[src/cor_pkg.sv]
// shared types and constants for the circle outline rasterizer
package cor_pkg;

  // field widths
  localparam int CoordW = 12;
  localparam int RadW   = 11;
  localparam int ColW   = 8;
  localparam int PixW   = 14;
  localparam int StepW  = 13;
  localparam int RsqW   = 25;
  localparam int XsqW   = 26;
  localparam int YbtW   = 27;
  localparam int PtIdxW = 3;

  // index of the eighth point of a group
  localparam logic [PtIdxW-1:0] LastPt = 3'd7;

  // request classification
  typedef enum logic {
    KIND_START = 1'b0,
    KIND_STEP  = 1'b1
  } kind_e;

  // classified request as held in the queue
  typedef struct packed {
    kind_e                    kind;
    logic [CoordW-1:0]        cx;
    logic [CoordW-1:0]        cy;
    logic [RadW-1:0]          rad;
    logic [3*ColW-1:0]        colour;
    logic [RsqW-1:0]          rs2;
    logic signed [YbtW-1:0]   ybt0;
  } item_t;

  // queue status seen by both sides
  typedef struct packed {
    logic full;
    logic nonempty;
  } qstat_t;

endpackage

[src/circle_outline_rasterizer_unit.sv]
// top level of the circle outline rasterizer
//
//   channel | direction | handshake             | payload
//   --------+-----------+-----------------------+----------------------------------------
//   in      | request   | in_valid_i/in_stall_o | operation, center_x/y, radius, colour
//   out     | point     | out_valid_o/out_stall_i| pixel_x/y, colour, last_of_group, done
//
// a start, or a step while a circle is active, gives eight points at one point per cycle when
// the output is not stalled, through the output register driven by the emission sequencer
// a step with no circle active is dropped by the back stage
// the first point passes the front register, the queue, the circle state and the output register
// reset is asynchronous and clears control only; there is no clearing pass
// an output stall holds the point; the two-entry queue lets the front keep taking requests until it fills
module circle_outline_rasterizer_unit import cor_pkg::*; #(
  parameter int COORD_WIDTH = 12
) (
  input  logic                   clk_i,
  input  logic                   rst_ni,
  input  logic                   in_valid_i,
  output logic                   in_stall_o,
  input  logic                   operation_i,
  input  logic [CoordW-1:0]      center_x_i,
  input  logic [CoordW-1:0]      center_y_i,
  input  logic [RadW-1:0]        radius_i,
  input  logic [ColW-1:0]        red_i,
  input  logic [ColW-1:0]        green_i,
  input  logic [ColW-1:0]        blue_i,
  output logic                   out_valid_o,
  input  logic                   out_stall_i,
  output logic signed [PixW-1:0] pixel_x_o,
  output logic signed [PixW-1:0] pixel_y_o,
  output logic [ColW-1:0]        out_red_o,
  output logic [ColW-1:0]        out_green_o,
  output logic [ColW-1:0]        out_blue_o,
  output logic                   last_of_group_o,
  output logic                   circle_done_o
);

  logic   push, pop;
  item_t  front_item, queue_item;
  qstat_t qstat;

  // request intake and classification
  cor_front #(
    .CoordWidth(COORD_WIDTH)
  ) u_front (
    .clk_i       (clk_i),
    .rst_ni      (rst_ni),
    .in_valid_i  (in_valid_i),
    .in_stall_o  (in_stall_o),
    .operation_i (operation_i),
    .center_x_i  (center_x_i),
    .center_y_i  (center_y_i),
    .radius_i    (radius_i),
    .red_i       (red_i),
    .green_i     (green_i),
    .blue_i      (blue_i),
    .qstat_i     (qstat),
    .push_o      (push),
    .item_o      (front_item)
  );

  // decoupling queue
  cor_queue u_queue (
    .clk_i   (clk_i),
    .rst_ni  (rst_ni),
    .push_i  (push),
    .item_i  (front_item),
    .pop_i   (pop),
    .item_o  (queue_item),
    .qstat_o (qstat)
  );

  // iteration and point emission
  cor_back u_back (
    .clk_i           (clk_i),
    .rst_ni          (rst_ni),
    .item_i          (queue_item),
    .qstat_i         (qstat),
    .pop_o           (pop),
    .out_valid_o     (out_valid_o),
    .out_stall_i     (out_stall_i),
    .pixel_x_o       (pixel_x_o),
    .pixel_y_o       (pixel_y_o),
    .out_red_o       (out_red_o),
    .out_green_o     (out_green_o),
    .out_blue_o      (out_blue_o),
    .last_of_group_o (last_of_group_o),
    .circle_done_o   (circle_done_o)
  );

endmodule

[src/cor_front.sv]
// front stage: takes requests, classifies them and prepares the start terms
module cor_front import cor_pkg::*; #(
  parameter int CoordWidth = 12
) (
  input  logic              clk_i,
  input  logic              rst_ni,
  input  logic              in_valid_i,
  output logic              in_stall_o,
  input  logic              operation_i,
  input  logic [CoordW-1:0] center_x_i,
  input  logic [CoordW-1:0] center_y_i,
  input  logic [RadW-1:0]   radius_i,
  input  logic [ColW-1:0]   red_i,
  input  logic [ColW-1:0]   green_i,
  input  logic [ColW-1:0]   blue_i,
  input  qstat_t            qstat_i,
  output logic              push_o,
  output item_t             item_o
);

  localparam logic [CoordW-1:0] CoordMask =
      (CoordWidth >= CoordW) ? {CoordW{1'b1}} : CoordW'((1 << CoordWidth) - 1);

  logic                  valid_q, valid_d;
  logic                  accept;
  kind_e                 kind_q;
  logic [CoordW-1:0]     cx_q, cy_q;
  logic [RadW-1:0]       rad_q;
  logic [3*ColW-1:0]     colour_q;
  logic [2*RadW-1:0]     rad_ext;
  logic [2*RadW-1:0]     rsq_q, rsq_d;
  logic [RsqW-1:0]       rs2;

  // handshake: one holding register ahead of the queue
  assign push_o     = valid_q && !qstat_i.full;
  assign in_stall_o = valid_q && qstat_i.full;
  assign accept     = in_valid_i && !in_stall_o;

  always_comb begin
    valid_d = valid_q;
    if (accept) begin
      valid_d = 1'b1;
    end else if (push_o) begin
      valid_d = 1'b0;
    end
  end

  always_ff @(posedge clk_i or negedge rst_ni) begin
    if (!rst_ni) begin
      valid_q <= 1'b0;
    end else begin
      valid_q <= valid_d;
    end
  end

  // radius squared, registered on accept
  assign rad_ext = {{RadW{1'b0}}, radius_i};
  assign rsq_d   = rad_ext * rad_ext;

  always_ff @(posedge clk_i) begin
    if (accept) begin
      kind_q   <= operation_i ? KIND_STEP : KIND_START;
      cx_q     <= center_x_i & CoordMask;
      cy_q     <= center_y_i & CoordMask;
      rad_q    <= radius_i;
      colour_q <= {red_i, green_i, blue_i};
      rsq_q    <= rsq_d;
    end
  end

  // start terms: 4r^2 and 4r^2 - 2r + 1
  assign rs2 = RsqW'({rsq_q, 2'b00});

  always_comb begin
    item_o.kind   = kind_q;
    item_o.cx     = cx_q;
    item_o.cy     = cy_q;
    item_o.rad    = rad_q;
    item_o.colour = colour_q;
    item_o.rs2    = rs2;
    item_o.ybt0   = $signed(YbtW'(rs2)) - $signed(YbtW'({rad_q, 1'b0}))
                    + $signed(YbtW'(1));
  end

endmodule

[src/cor_queue.sv]
// two-entry queue between the front and back stages
module cor_queue import cor_pkg::*; (
  input  logic   clk_i,
  input  logic   rst_ni,
  input  logic   push_i,
  input  item_t  item_i,
  input  logic   pop_i,
  output item_t  item_o,
  output qstat_t qstat_o
);

  localparam int QDepth = 2;
  localparam int PtrW   = $clog2(QDepth);
  localparam int CntW   = $clog2(QDepth + 1);

  item_t             entry_q [QDepth];
  logic [PtrW-1:0]   wr_ptr_q, rd_ptr_q;
  logic [CntW-1:0]   cnt_q, cnt_d;

  // occupancy
  always_comb begin
    case ({push_i, pop_i})
      2'b10:   cnt_d = cnt_q + CntW'(1);
      2'b01:   cnt_d = cnt_q - CntW'(1);
      default: cnt_d = cnt_q;
    endcase
  end

  always_ff @(posedge clk_i or negedge rst_ni) begin
    if (!rst_ni) begin
      wr_ptr_q <= '0;
      rd_ptr_q <= '0;
      cnt_q    <= '0;
    end else begin
      cnt_q <= cnt_d;
      if (push_i) begin
        wr_ptr_q <= wr_ptr_q + PtrW'(1);
      end
      if (pop_i) begin
        rd_ptr_q <= rd_ptr_q + PtrW'(1);
      end
    end
  end

  // entry storage
  always_ff @(posedge clk_i) begin
    if (push_i) begin
      entry_q[wr_ptr_q] <= item_i;
    end
  end

  assign item_o           = entry_q[rd_ptr_q];
  assign qstat_o.full     = (cnt_q == CntW'(QDepth));
  assign qstat_o.nonempty = (cnt_q != '0);

endmodule

[src/cor_back.sv]
// back stage: midpoint iteration and eight-point emission through an output register
module cor_back import cor_pkg::*; (
  input  logic                   clk_i,
  input  logic                   rst_ni,
  input  item_t                  item_i,
  input  qstat_t                 qstat_i,
  output logic                   pop_o,
  output logic                   out_valid_o,
  input  logic                   out_stall_i,
  output logic signed [PixW-1:0] pixel_x_o,
  output logic signed [PixW-1:0] pixel_y_o,
  output logic [ColW-1:0]        out_red_o,
  output logic [ColW-1:0]        out_green_o,
  output logic [ColW-1:0]        out_blue_o,
  output logic                   last_of_group_o,
  output logic                   circle_done_o
);

  // circle state
  logic [CoordW-1:0]       cx_q, cy_q;
  logic signed [StepW-1:0] x_q, y_q;
  logic [RsqW-1:0]         rs2_q;
  logic signed [XsqW-1:0]  xsq_q;
  logic signed [YbtW-1:0]  ybt_q;
  logic [3*ColW-1:0]       colour_q;
  logic                    active_q, done_q;

  // emission sequencer
  logic                    busy_q, busy_d;
  logic [PtIdxW-1:0]       pt_q, pt_d;

  // output register
  logic                    out_valid_q;
  logic signed [PixW-1:0]  px_q, py_q;
  logic [3*ColW-1:0]       out_col_q;
  logic                    last_q, done_out_q;

  logic                    load_out, slot_free, is_start, emit;
  logic signed [XsqW-1:0]  x8, xsq_step;
  logic signed [StepW-1:0] x_step, y_step;
  logic signed [YbtW-1:0]  y8, slack, ybt_step;
  logic                    dec, done_step;
  logic signed [StepW-1:0] a_sel, b_sel;
  logic                    neg_x, neg_y;
  logic signed [PixW-1:0]  cx_ext, cy_ext, a_ext, b_ext, px, py;

  // handshake between sequencer, queue and output register
  assign load_out  = busy_q && (!out_valid_q || !out_stall_i);
  assign slot_free = !busy_q || (load_out && (pt_q == LastPt));
  assign pop_o     = qstat_i.nonempty && slot_free;
  assign is_start  = (item_i.kind == KIND_START);
  assign emit      = pop_o && (is_start || active_q);

  // one midpoint iteration
  assign x8        = XsqW'(x_q) <<< 3;
  assign xsq_step  = xsq_q + x8 + XsqW'(4);
  assign x_step    = x_q + StepW'(1);
  assign slack     = $signed(YbtW'(rs2_q)) - YbtW'(xsq_step);
  assign dec       = (slack < ybt_q);
  assign y8        = YbtW'(y_q) <<< 3;
  assign ybt_step  = dec ? (ybt_q - y8 + YbtW'(4)) : ybt_q;
  assign y_step    = dec ? (y_q - StepW'(1)) : y_q;
  assign done_step = (x_step > y_step);

  // state update on a popped request
  always_ff @(posedge clk_i) begin
    if (pop_o && is_start) begin
      cx_q     <= item_i.cx;
      cy_q     <= item_i.cy;
      x_q      <= '0;
      y_q      <= $signed(StepW'(item_i.rad));
      rs2_q    <= item_i.rs2;
      xsq_q    <= '0;
      ybt_q    <= item_i.ybt0;
      colour_q <= item_i.colour;
      done_q   <= 1'b0;
    end else if (pop_o && active_q) begin
      x_q      <= x_step;
      y_q      <= y_step;
      xsq_q    <= xsq_step;
      ybt_q    <= ybt_step;
      done_q   <= done_step;
    end
  end

  always_ff @(posedge clk_i or negedge rst_ni) begin
    if (!rst_ni) begin
      active_q <= 1'b0;
    end else if (pop_o && is_start) begin
      active_q <= 1'b1;
    end else if (pop_o && active_q) begin
      active_q <= !done_step;
    end
  end

  // point sequencer
  always_comb begin
    busy_d = busy_q;
    pt_d   = pt_q;
    if (emit) begin
      busy_d = 1'b1;
      pt_d   = '0;
    end else if (load_out) begin
      pt_d = pt_q + PtIdxW'(1);
      if (pt_q == LastPt) begin
        busy_d = 1'b0;
      end
    end
  end

  always_ff @(posedge clk_i or negedge rst_ni) begin
    if (!rst_ni) begin
      busy_q <= 1'b0;
      pt_q   <= '0;
    end else begin
      busy_q <= busy_d;
      pt_q   <= pt_d;
    end
  end

  // point selection: the upper four swap x and y
  assign a_sel  = pt_q[2] ? y_q : x_q;
  assign b_sel  = pt_q[2] ? x_q : y_q;
  assign neg_x  = pt_q[2] ? pt_q[1] : pt_q[0];
  assign neg_y  = pt_q[2] ? pt_q[0] : pt_q[1];
  assign cx_ext = $signed({2'b00, cx_q});
  assign cy_ext = $signed({2'b00, cy_q});
  assign a_ext  = PixW'(a_sel);
  assign b_ext  = PixW'(b_sel);
  assign px     = neg_x ? (cx_ext - a_ext) : (cx_ext + a_ext);
  assign py     = neg_y ? (cy_ext - b_ext) : (cy_ext + b_ext);

  // output register
  always_ff @(posedge clk_i or negedge rst_ni) begin
    if (!rst_ni) begin
      out_valid_q <= 1'b0;
    end else begin
      out_valid_q <= load_out || (out_valid_q && out_stall_i);
    end
  end

  always_ff @(posedge clk_i) begin
    if (load_out) begin
      px_q       <= px;
      py_q       <= py;
      out_col_q  <= colour_q;
      last_q     <= (pt_q == LastPt);
      done_out_q <= done_q && (pt_q == LastPt);
    end
  end

  assign out_valid_o     = out_valid_q;
  assign pixel_x_o       = px_q;
  assign pixel_y_o       = py_q;
  assign out_red_o       = out_col_q[3*ColW-1:2*ColW];
  assign out_green_o     = out_col_q[2*ColW-1:ColW];
  assign out_blue_o      = out_col_q[ColW-1:0];
  assign last_of_group_o = last_q;
  assign circle_done_o   = done_out_q;

endmodule

[config.mk]
export PLATFORM = sky130hd
export DESIGN_NAME = circle_outline_rasterizer_unit
export DESIGN_NICKNAME = d
export VERILOG_FILES = /design/src/cor_pkg.sv /design/src/circle_outline_rasterizer_unit.sv /design/src/cor_front.sv /design/src/cor_queue.sv /design/src/cor_back.sv
export SDC_FILE = /design/constraint.sdc
export NUM_CORES = 1
export LEC_CHECK = 0
export ABC_AREA = 1
export BUFFER_PORTS_ARGS = -buffer_cell sky130_fd_sc_hd__buf_2
export CAP_MARGIN = 20
export CORE_MARGIN = 1.5
export CORE_UTILIZATION = 50
export DETAILED_ROUTE_END_ITERATION = 7
export PLACE_DENSITY = 0.76
export SYNTH_ARGS = -nofsm -noshare
export SYNTH_HDL_FRONTEND = slang
export SYNTH_SLANG_ARGS = --single-unit
[constraint.sdc]
create_clock -name clk_i -period 7.4 [get_ports clk_i]
set_clock_uncertainty 0.15 [all_clocks]
set_input_delay 0.74 -clock clk_i [delete_from_list [all_inputs] [get_ports clk_i]]
set_output_delay 0.74 -clock clk_i [all_outputs]
set_load 0.05 [all_outputs]
==> impl_summary.txt, run 1 <==
----------------------------------------------------
[Clock network]
  Number of buffers added by the clock tree synthesis step ... 50
  Cell at the root of the clock tree ... sky130_fd_sc_hd__clkbuf_16
  CTS tree ... built
  Bufs on Longest Clock Path ... 3
  Clk slew on worst S/H paths ... 60 ps
  Insertion delay of the later-clocked pin in the worst-skew pair ... 620 ps
  Setup bufs post-CTS ... 0
  Count of H-tree levels built during CTS ... 2
  Num Clock Sinks ... 497

[Setup path]
  Reg2Reg Launch Point ... u_back.x_q[1]
  Worst setup path category ... reg -> reg
  Max incr delay on CP ... 360 ps
  Crit path top cell by count ... sky130_fd_sc_hd__nand2_1
  Crit path launch type ... flip-flop
  Highest net fanout along the worst path ... 9
  Arrival time at the worst endpoint ... 6980 ps
  Terminus of the critical flop-to-flop path ... u_back.active_q
  Flop2flop setup slack ... 730 ps
  Critical path capture point type ... flip-flop
  Worst path required time ... 7710 ps
  Worst Reg2Reg Path Length in Cells ... 52
  Worst-path cell with the longest stage delay ... sky130_fd_sc_hd__dfxtp_2

[Logic synthesis]
  Basic-gate share of the synthesized area counting and, or, nand and nor cells ... 15.9%
  Combinational family with the most area after synthesis ... simple AND/OR/NAND/NOR gates
  Xor/xnor share of the synthesized area ... 5.30%
  Library cell occupying the most area in the post-synthesis netlist ... sky130_fd_sc_hd__edfxtp_1
  Number of nets in the synthesized netlist ... 3,128
  Share of flip-flops with an asynchronous set or reset ... 2.21%
  Netlist area before placement ... 28,000 sq um
  Adder-Cell Fraction of Synth Area ... 14.0%
  Average size of a mapped cell ... 10.0 sq um
  Distinct cell type count of the synthesized netlist ... 64
  Multiplexer share of the synthesized area ... 0.152%
  Number of synthesized flops with an enable pin ... 446
  Instance count of the mapped netlist ... 2,790
  Most used flip-flop cell after synthesis ... sky130_fd_sc_hd__edfxtp_1
  Post-synth top area share ... 47.8%
  Leading post-synthesis cells by cell area ... sky130_fd_sc_hd__edfxtp_1 48%, sky130_fd_sc_hd__nand2_1 9.9%, sky130_fd_sc_hd__ha_1 9.3%, sky130_fd_sc_hd__fa_1 4.7%, sky130_fd_sc_hd__inv_1 4.6%
  Fraction of the yosys area taken by sequential cells ... 51.7%
  Synthesized-area fraction occupied by ao, oa, aoi and oai cells ... 7.44%
  Synth Warn # ... 0
  Number of flip-flops and latches in the synthesized netlist ... 497

[Drt]
  1st-pass router iterations ... 7
  Routed via count ... 19,700
  Number of design-rule violations left by the first detailed-router iteration ... 1,484
  Routed wire length ... 63.9 mm
  Number of remaining DRC errors ... 0
  Post-DR wirelength/cell ... 17.2 um
  Number of nets with antenna violations after detailed routing ... 0
  Via density ... 5.31

[Cells and area]
  Cell area after layout ... 31,300 sq um
  Fraction of layout instances using a drive strength above 1 ... 9.58%
  Highest-count cells in the layout ignoring fill and taps ... 737 x sky130_fd_sc_hd__nand2_1, 446 x sky130_fd_sc_hd__edfxtp_1, 340 x sky130_fd_sc_hd__inv_1
  Number of nets in the final layout ... 3,261
  Post-route insts no fill ... 3,713
  Sequential standard cell area ... 14,500 sq um
  Final core utilization ... 56.6%
  Most frequent standard cell in the layout excluding fill and tap cells ... sky130_fd_sc_hd__nand2_1
  Combined area of the multi-input logic cells ... 12,100 sq um
  Number of filler cells placed in the layout ... 4,556
  Relative area change from synthesis to final layout ... 11.6%

[Timing]
  Total Neg Setup Slack ... 0 ps
  F_max ... 0.150 GHz
  Actual slew at the worst max-slew pin ... 924 ps
  Smallest setup slack after layout ... 727 ps
  Min Hold Slack ... 141 ps
  Number of failing setup endpoints in the final timing report ... 0
  Post-route minimum period ... 6670 ps
  Max-slew headroom ... 38.4%
  Final Hold Viols ... 0
  Max-slew violation total from the final report ... 0
  Final period utilization ... 90.2%

[Place]
  Number of cells in the design after placement ... 3,615
  Area after DPL ... 29,500 sq um
  Last weighted congestion value of the routability-driven placer ... 0.947
  Post-placement setup slack ... 473 ps
  Number of port buffers ... 119
  Final HPWL DP ... 47.4 mm

[Die]
  Number of placed I/O pins ... 120
  Core Box Area ... 55,200 sq um
  Overall die area ... 57,400 sq um
  Vertical die dimension ... 240 um
  Die span in x ... 240 um
  Initial Util ... 50.7%
  Row cnt ... 86

[Power and ir drop]
  Static power due to leakage ... 13.8 nW
  Total power draw ... 14.7 mW
  VDD IR-drop max ... 0.285 mV
  Power density over cell area ... 471 nW/um^2

[GRT]
  Largest net degree at the start of global routing ... 68
  Initial antenna violation count ... 1
  Total congestion overflow after global routing ... 0
  Global router's overall resource usage ... 22.5%
  Wire length of the first global-routing pass ... 101 mm
  Via count of the first global-routing pass ... 19,600

[Job]
  Max capacitance violation total ... 0

[Worst hold path]
  Worst Hold Depth ... 1
  Worst Hold Class ... in -> reg
  Worst-case hold path end point ... u_front.cy_q[6]
  Start point of the worst min-delay path ... center_y_i[6]

[Outcome]
  Run status ... finished clean

----------------------------------------------------
critical path, delay by kind of cell (launching register included):
family	cells	cell delay [ps]
simple gates	39	3430
xor+xnor	2	430
fa+ha+maj	4	1210
flops	1	360
compound gates	6	910
buf+inv	1	60
synth_stat cells, types with 4 or more instances:
library cell                 n
sky130_fd_sc_hd__xnor2_1    47
sky130_fd_sc_hd__edfxtp_1  446
sky130_fd_sc_hd__a21oi_1   131
sky130_fd_sc_hd__a21o_1     21
sky130_fd_sc_hd__nand3_1    96
sky130_fd_sc_hd__inv_1     343
sky130_fd_sc_hd__nor4_1      8
sky130_fd_sc_hd__a21oi_2     4
sky130_fd_sc_hd__o21ai_0   133
sky130_fd_sc_hd__or2_2       6
sky130_fd_sc_hd__a211oi_1    7
sky130_fd_sc_hd__clkbuf_1   42
sky130_fd_sc_hd__a31oi_1    17
sky130_fd_sc_hd__o22ai_1     9
sky130_fd_sc_hd__fa_1       66
sky130_fd_sc_hd__dfxtp_1    40
sky130_fd_sc_hd__nand2_1   737
sky130_fd_sc_hd__nand4_1    23
sky130_fd_sc_hd__o21bai_1    5
sky130_fd_sc_hd__nor2_2      6
sky130_fd_sc_hd__ha_1      208
sky130_fd_sc_hd__xor2_1    117
sky130_fd_sc_hd__o211ai_1    9
sky130_fd_sc_hd__nor3_1     24
sky130_fd_sc_hd__buf_1      11
sky130_fd_sc_hd__o31ai_1     5
sky130_fd_sc_hd__o21ai_1     6
sky130_fd_sc_hd__nand3b_1    4
sky130_fd_sc_hd__nor2_1    138
sky130_fd_sc_hd__o21a_1      4
sky130_fd_sc_hd__nand2_2    12
sky130_fd_sc_hd__dfrtp_1    11
report_power, final:
part	total (mW)	switching, mW	leakage (nW)	internal, mW
clock	2.54	1.09	0.800	1.45
sequential	4.98	0.450	4.64	4.53
combinational	7.21	4.74	8.41	2.47
metal layers:
metal	global-route usage [%]	part of all wire [%]	up-vias
li1	-	-	9635
met1	31.0	44	9301
met2	37.1	47	664
met3	3.19	6.6	122
met4	6.25	2.6	0
met5	0	0	-
cells by family after synthesis:
| kind of cell | Yosys count |
|---|---|
| xor gates and xnor gates | 167 |
| AOI/OAI and AO/OA | 367 |
| and+or+nand+nor | 1075 |
| adders and majority gates | 274 |
| buffers and inverters | 406 |
| muxes | 4 |
| DFF | 497 |
state kept, by name (all words and copies together), names as in the netlist, 13 cells and up:
register,flops
u_back.colour_q,24
u_front.colour_q,24
u_back.pixel_x_o,14
u_back.rs2_q,21
u_back.xsq_q,24
u_queue.entry_q,206
u_back.pixel_y_o,14
u_back.out_col_q,24
u_back.ybt_q,26
u_front.rsq_q,21
u_back.y_q,13
u_back.x_q,13
layout make-up:
| cell class | count | share of cell area, % |
|---|---|---|
| flip-flops and latches | 497 | 46.3 |
| multi-input cells | 1887 | 38.6 |
| clock buffers | 64 | 4.34 |
| inverters | 350 | 4.22 |
| well taps | 748 | 2.99 |
| repair buffers | 137 | 2.51 |
| clock inverters | 29 | 1.00 |
| diodes | 1 | 0.00801 |
worst max-delay path by stage:
stage	start	endpoint	slack, ps	depth (start not counted)
floorplan	u_back.x_q[12]	u_back.ybt_q[10]	1090	25
global placement	u_back.x_q[12]	u_back.active_q	710	43
detailed placement	u_back.x_q[12]	u_back.active_q	470	43
CTS	u_back.x_q[12]	u_back.active_q	460	43
global route	u_back.x_q[1]	u_back.active_q	-50	52
finish	u_back.x_q[1]	u_back.active_q	730	52
timing repair:
item,CTS,global route
hold buffers,1,0
setup endpoints to repair,0,2
endpoints found under the hold margin,11,0
resized for setup,0,12
(Power assumes the default switching activity.)
==> run 2: changes to the inputs <==
ABC_AREA = unset   (was 1)
SETUP_SLACK_MARGIN = 0.3   (was unset)
==> run 2 against run 1 <==
Effect of this change: the flow now finishes with violations (negative setup slack); sequential power hardly changed; register-to-register slack worse by 990 ps; global-route usage shrank 1.7 points; critical endpoint unchanged; largest power group unchanged.
==> impl_summary.txt, run 2 <==
----------------------------------------------------
[Outcome]
  Run status ... finished, violations left
  Violations in the final reports ... negative setup slack

[Worst hold path]
  Start point of the worst min-delay path ... center_y_i[5]
  Worst Hold Depth ... 1 (unchanged)
  Worst-case hold path end point ... u_front.cy_q[5]
  Worst Hold Class ... in -> reg

[Power and ir drop]
  VDD IR-drop max ... 0.267 mV (-6.4%)
  Static power due to leakage ... 12.8 nW (-7.6%)
  Power density over cell area ... 457 nW/um^2 (-3.0%)

[Job]
  Max capacitance violation total ... 0 (unchanged)

[Cells and area]
  Most frequent standard cell in the layout excluding fill and tap cells ... sky130_fd_sc_hd__edfxtp_1
  Number of flip-flops under the largest register name ... 206 (unchanged)
  Highest-count cells in the layout ignoring fill and taps ... 446 x sky130_fd_sc_hd__edfxtp_1, 205 x sky130_fd_sc_hd__ha_1, 176 x sky130_fd_sc_hd__inv_1
  Relative area change from synthesis to final layout ... 15.3%
  Number of nets in the final layout ... 2,740 (-16%)
  Sequential standard cell area ... 14,500 sq um (about the same)
  Combined area of the multi-input logic cells ... 12,100 sq um (+0.64%)
  Largest registers in the final layout ... u_queue.entry_q (206), u_back.ybt_q (26)
  Fraction of layout instances using a drive strength above 1 ... 18.8% (+9.2 points)
  Register with the highest flop count ... u_queue.entry_q
  Post-route insts no fill ... 3,144 (-15%)
  Number of filler cells placed in the layout ... 4,126 (-9.4%)

[Setup path]
  Worst path required time ... 7770 ps (+60 ps)
  Max incr delay on CP ... 430 ps (+70 ps)
  Worst Reg2Reg Path Length in Cells ... 38 (-27%)
  Source of the critical timing path ... u_back.xsq_q[3]
  Worst setup path category ... reg -> reg
  Arrival time at the worst endpoint ... 8040 ps (+1060 ps)
  Worst-path cell with the longest stage delay ... sky130_fd_sc_hd__or4_4
  Reg2Reg Launch Point ... u_back.xsq_q[3]
  Terminus of the critical flop-to-flop path ... u_back.active_q
  Highest net fanout along the worst path ... 7 (-2)
  Critical path capture point type ... flip-flop
  Crit path launch type ... flip-flop
  Flop2flop setup slack ... -260 ps (-990 ps)
  CP bufs+invs ... 4 (+3)
  Gate family responsible for the most delay along the worst path ... compound AO/OA/AOI/OAI gates

[Drt]
  Number of nets with antenna violations after detailed routing ... 0 (unchanged)
  1st-pass router iterations ... 5 (-2)
  Routed wire length ... 57.4 mm (-10%)
  Post-DR wirelength/cell ... 18.3 um (+6.1%)
  Via density ... 5.54 (+4.3%)
  Number of remaining DRC errors ... 0 (unchanged)
  Routed via count ... 17,400 (-12%)
  Number of design-rule violations left by the first detailed-router iteration ... 1,163 (-22%)

[Timing]
  Number of failing setup endpoints in the final timing report ... 2 (+2)
  Min Hold Slack ... 131 ps (-10.5 ps)
  Post-route minimum period ... 7660 ps (+988 ps)
  F_max ... 0.131 GHz (-13%)
  Final period utilization ... 104% (+13 points)
  Unrepaired setup endpoints after global routing ... true
  Max-slew headroom ... 29.1% (-9.2 points)
  Final Hold Viols ... 0 (unchanged)
  Smallest setup slack after layout ... -261 ps (-988 ps)
  Max-slew violation total from the final report ... 0 (unchanged)
  Actual slew at the worst max-slew pin ... 1060 ps (+137 ps)

[Die]
  Initial Util ... 50.6% (-0.079 points)
  Vertical die dimension ... 236 um (-1.3%)
  Die span in x ... 236 um (-1.3%)
  Overall die area ... 55,900 sq um (-2.6%)
  Number of placed I/O pins ... 120 (unchanged)
  Core Box Area ... 53,800 sq um (-2.5%)
  Row cnt ... 85 (-1.2%)

[Place]
  Final HPWL DP ... 41.3 mm (-13%)
  Number of cells in the design after placement ... 3,032 (-16%)
  Number of port buffers ... 119 (unchanged)
  Last weighted congestion value of the routability-driven placer ... 0.887 (-6.4%)
  Post-placement setup slack ... -302 ps (-775 ps)

[GRT]
  Global router's overall resource usage ... 20.8% (-1.7 points)
  Wire length of the first global-routing pass ... 93.0 mm (-8.3%)
  Via count of the first global-routing pass ... 18,000 (-8.2%)
  Total congestion overflow after global routing ... 0 (unchanged)
  Initial antenna violation count ... 3 (+2)
  Largest net degree at the start of global routing ... 69 (+1.5%)

[Logic synthesis]
  Number of flip-flops and latches in the synthesized netlist ... 497 (unchanged)
  Average size of a mapped cell ... 12.4 sq um (+24%)
  Distinct cell type count of the synthesized netlist ... 83 (+30%)
  Most used flip-flop cell after synthesis ... sky130_fd_sc_hd__edfxtp_1
  Netlist area before placement ... 27,300 sq um (-2.7%)
  Leading post-synthesis cells by cell area ... sky130_fd_sc_hd__edfxtp_1 49%, sky130_fd_sc_hd__ha_1 9.5%, sky130_fd_sc_hd__fa_1 4.8%, sky130_fd_sc_hd__xnor2_1 3.7%, sky130_fd_sc_hd__mux2_2 3.1%
  Number of synthesized flops with an enable pin ... 446 (unchanged)
  Share of flip-flops with an asynchronous set or reset ... 2.21% (unchanged)
  Synth Warn # ... 0 (unchanged)
  Top cells by instance count after synthesis ... 446 x sky130_fd_sc_hd__edfxtp_1, 208 x sky130_fd_sc_hd__ha_1, 177 x sky130_fd_sc_hd__inv_1
  Library cell occupying the most area in the post-synthesis netlist ... sky130_fd_sc_hd__edfxtp_1
  Instance count of the mapped netlist ... 2,193 (-21%)
  Number of nets in the synthesized netlist ... 2,531 (-19%)
  Fraction of the yosys area taken by sequential cells ... 53.1% (+1.4 points)
  Most frequently used cell type in the post-synthesis netlist ... sky130_fd_sc_hd__edfxtp_1
  Post-synth top area share ... 49.1% (+1.3 points)

[Clock network]
  Count of H-tree levels built during CTS ... 2 (unchanged)
  Number of buffers added by the clock tree synthesis step ... 52 (+4.0%)
  Cell at the root of the clock tree ... sky130_fd_sc_hd__clkbuf_16
  CTS tree ... built
  Num Clock Sinks ... 497 (unchanged)
  Bufs on Longest Clock Path ... 3 (unchanged)
  Insertion delay of the later-clocked pin in the worst-skew pair ... 630 ps (about the same)
  Clk slew on worst S/H paths ... 70 ps (about the same)

----------------------------------------------------
[run 2: changes by cell type in the layout (fill, tap and decap cells not counted), moves of 65 or more]
cell / delta
sky130_fd_sc_hd__inv_1: -164
sky130_fd_sc_hd__mux2_2: +74
sky130_fd_sc_hd__nand3_1: -73
sky130_fd_sc_hd__buf_4: +81
sky130_fd_sc_hd__xnor2_1: +65
sky130_fd_sc_hd__nand2_1: -589
sky130_fd_sc_hd__xor2_1: -69
[run 2: cell type report]
class / instances / area share (%)
diodes: 3 / 0.0239
clock inverters: 41 / 1.90
well taps: 696 / 2.77
inverters: 177 / 2.12
clock buffers: 56 / 4.19
repair buffers: 216 / 4.26
flip-flops and latches: 497 / 46.1
multi-input cells: 1458 / 38.6
[run 2: logic make-up (layout without fill, tap and decap cells)]
kind of cell	after synthesis	count (layout)	synth area share (%)
DFF	497	497	53.1
and+or+nand+nor	492	492	8.83
xor gates and xnor gates	164	164	5.39
AOI/OAI and AO/OA	391	391	9.56
muxes	128	128	5.05
adders and majority gates	283	283	14.7
other	0	3	0
buffers and inverters	238	490	3.34
[run 2: worst max path at each step]
| stage | to | cells after the start |
|---|---|---|
| finish | u_back.active_q | 38 |
| global route | u_back.active_q | 38 |
| CTS | u_back.active_q | 39 |
| detailed placement | u_back.active_q | 38 |
| global placement | u_back.active_q | 39 |
| floorplan | u_back.active_q | 38 |
[run 2: power by group]
part	internal, mW	switching (mW)
sequential	4.48	0.482
clock	1.73	1.13
combinational	2.70	3.84
total	8.91	5.46
[run 2: metrics by stage]
stage / power (mW) / utilization, % / TNS [ps] / cell area [sq um]
3_3_place_gp: 11.1 / 54.4 / -255 / 29300
2_1_floorplan: 9.78 / - / 0 / 27400
5_1_grt: 15.3 / 58.4 / -1140 / 31400
3_5_place_dp: 11.4 / 54.4 / -567 / 29300
4_1_cts: 14.4 / 58.2 / -331 / 31300
6_report: 14.4 / 58.4 / -454 / 31400
[run 2: layer usage]
layer	wire length (um)	vias up	GRT usage [%]
met4	1140	0	6.33
met2	28900	401	36.6
met3	2710	84	2.44
met5	0	-	0
met1	24700	8576	26.9
li1	-	8358	-
[run 2: timing repair]
| action | in CTS | in global routing |
|---|---|---|
| buffers inserted | 8 | 3 |
| gates resized for setup | 17 | 12 |
| hold endpoints to repair | 11 | 0 |
| hold buffers | 1 | 0 |
| pin swaps | 4 | 2 |
| setup endpoints to repair | 2 | 9 |
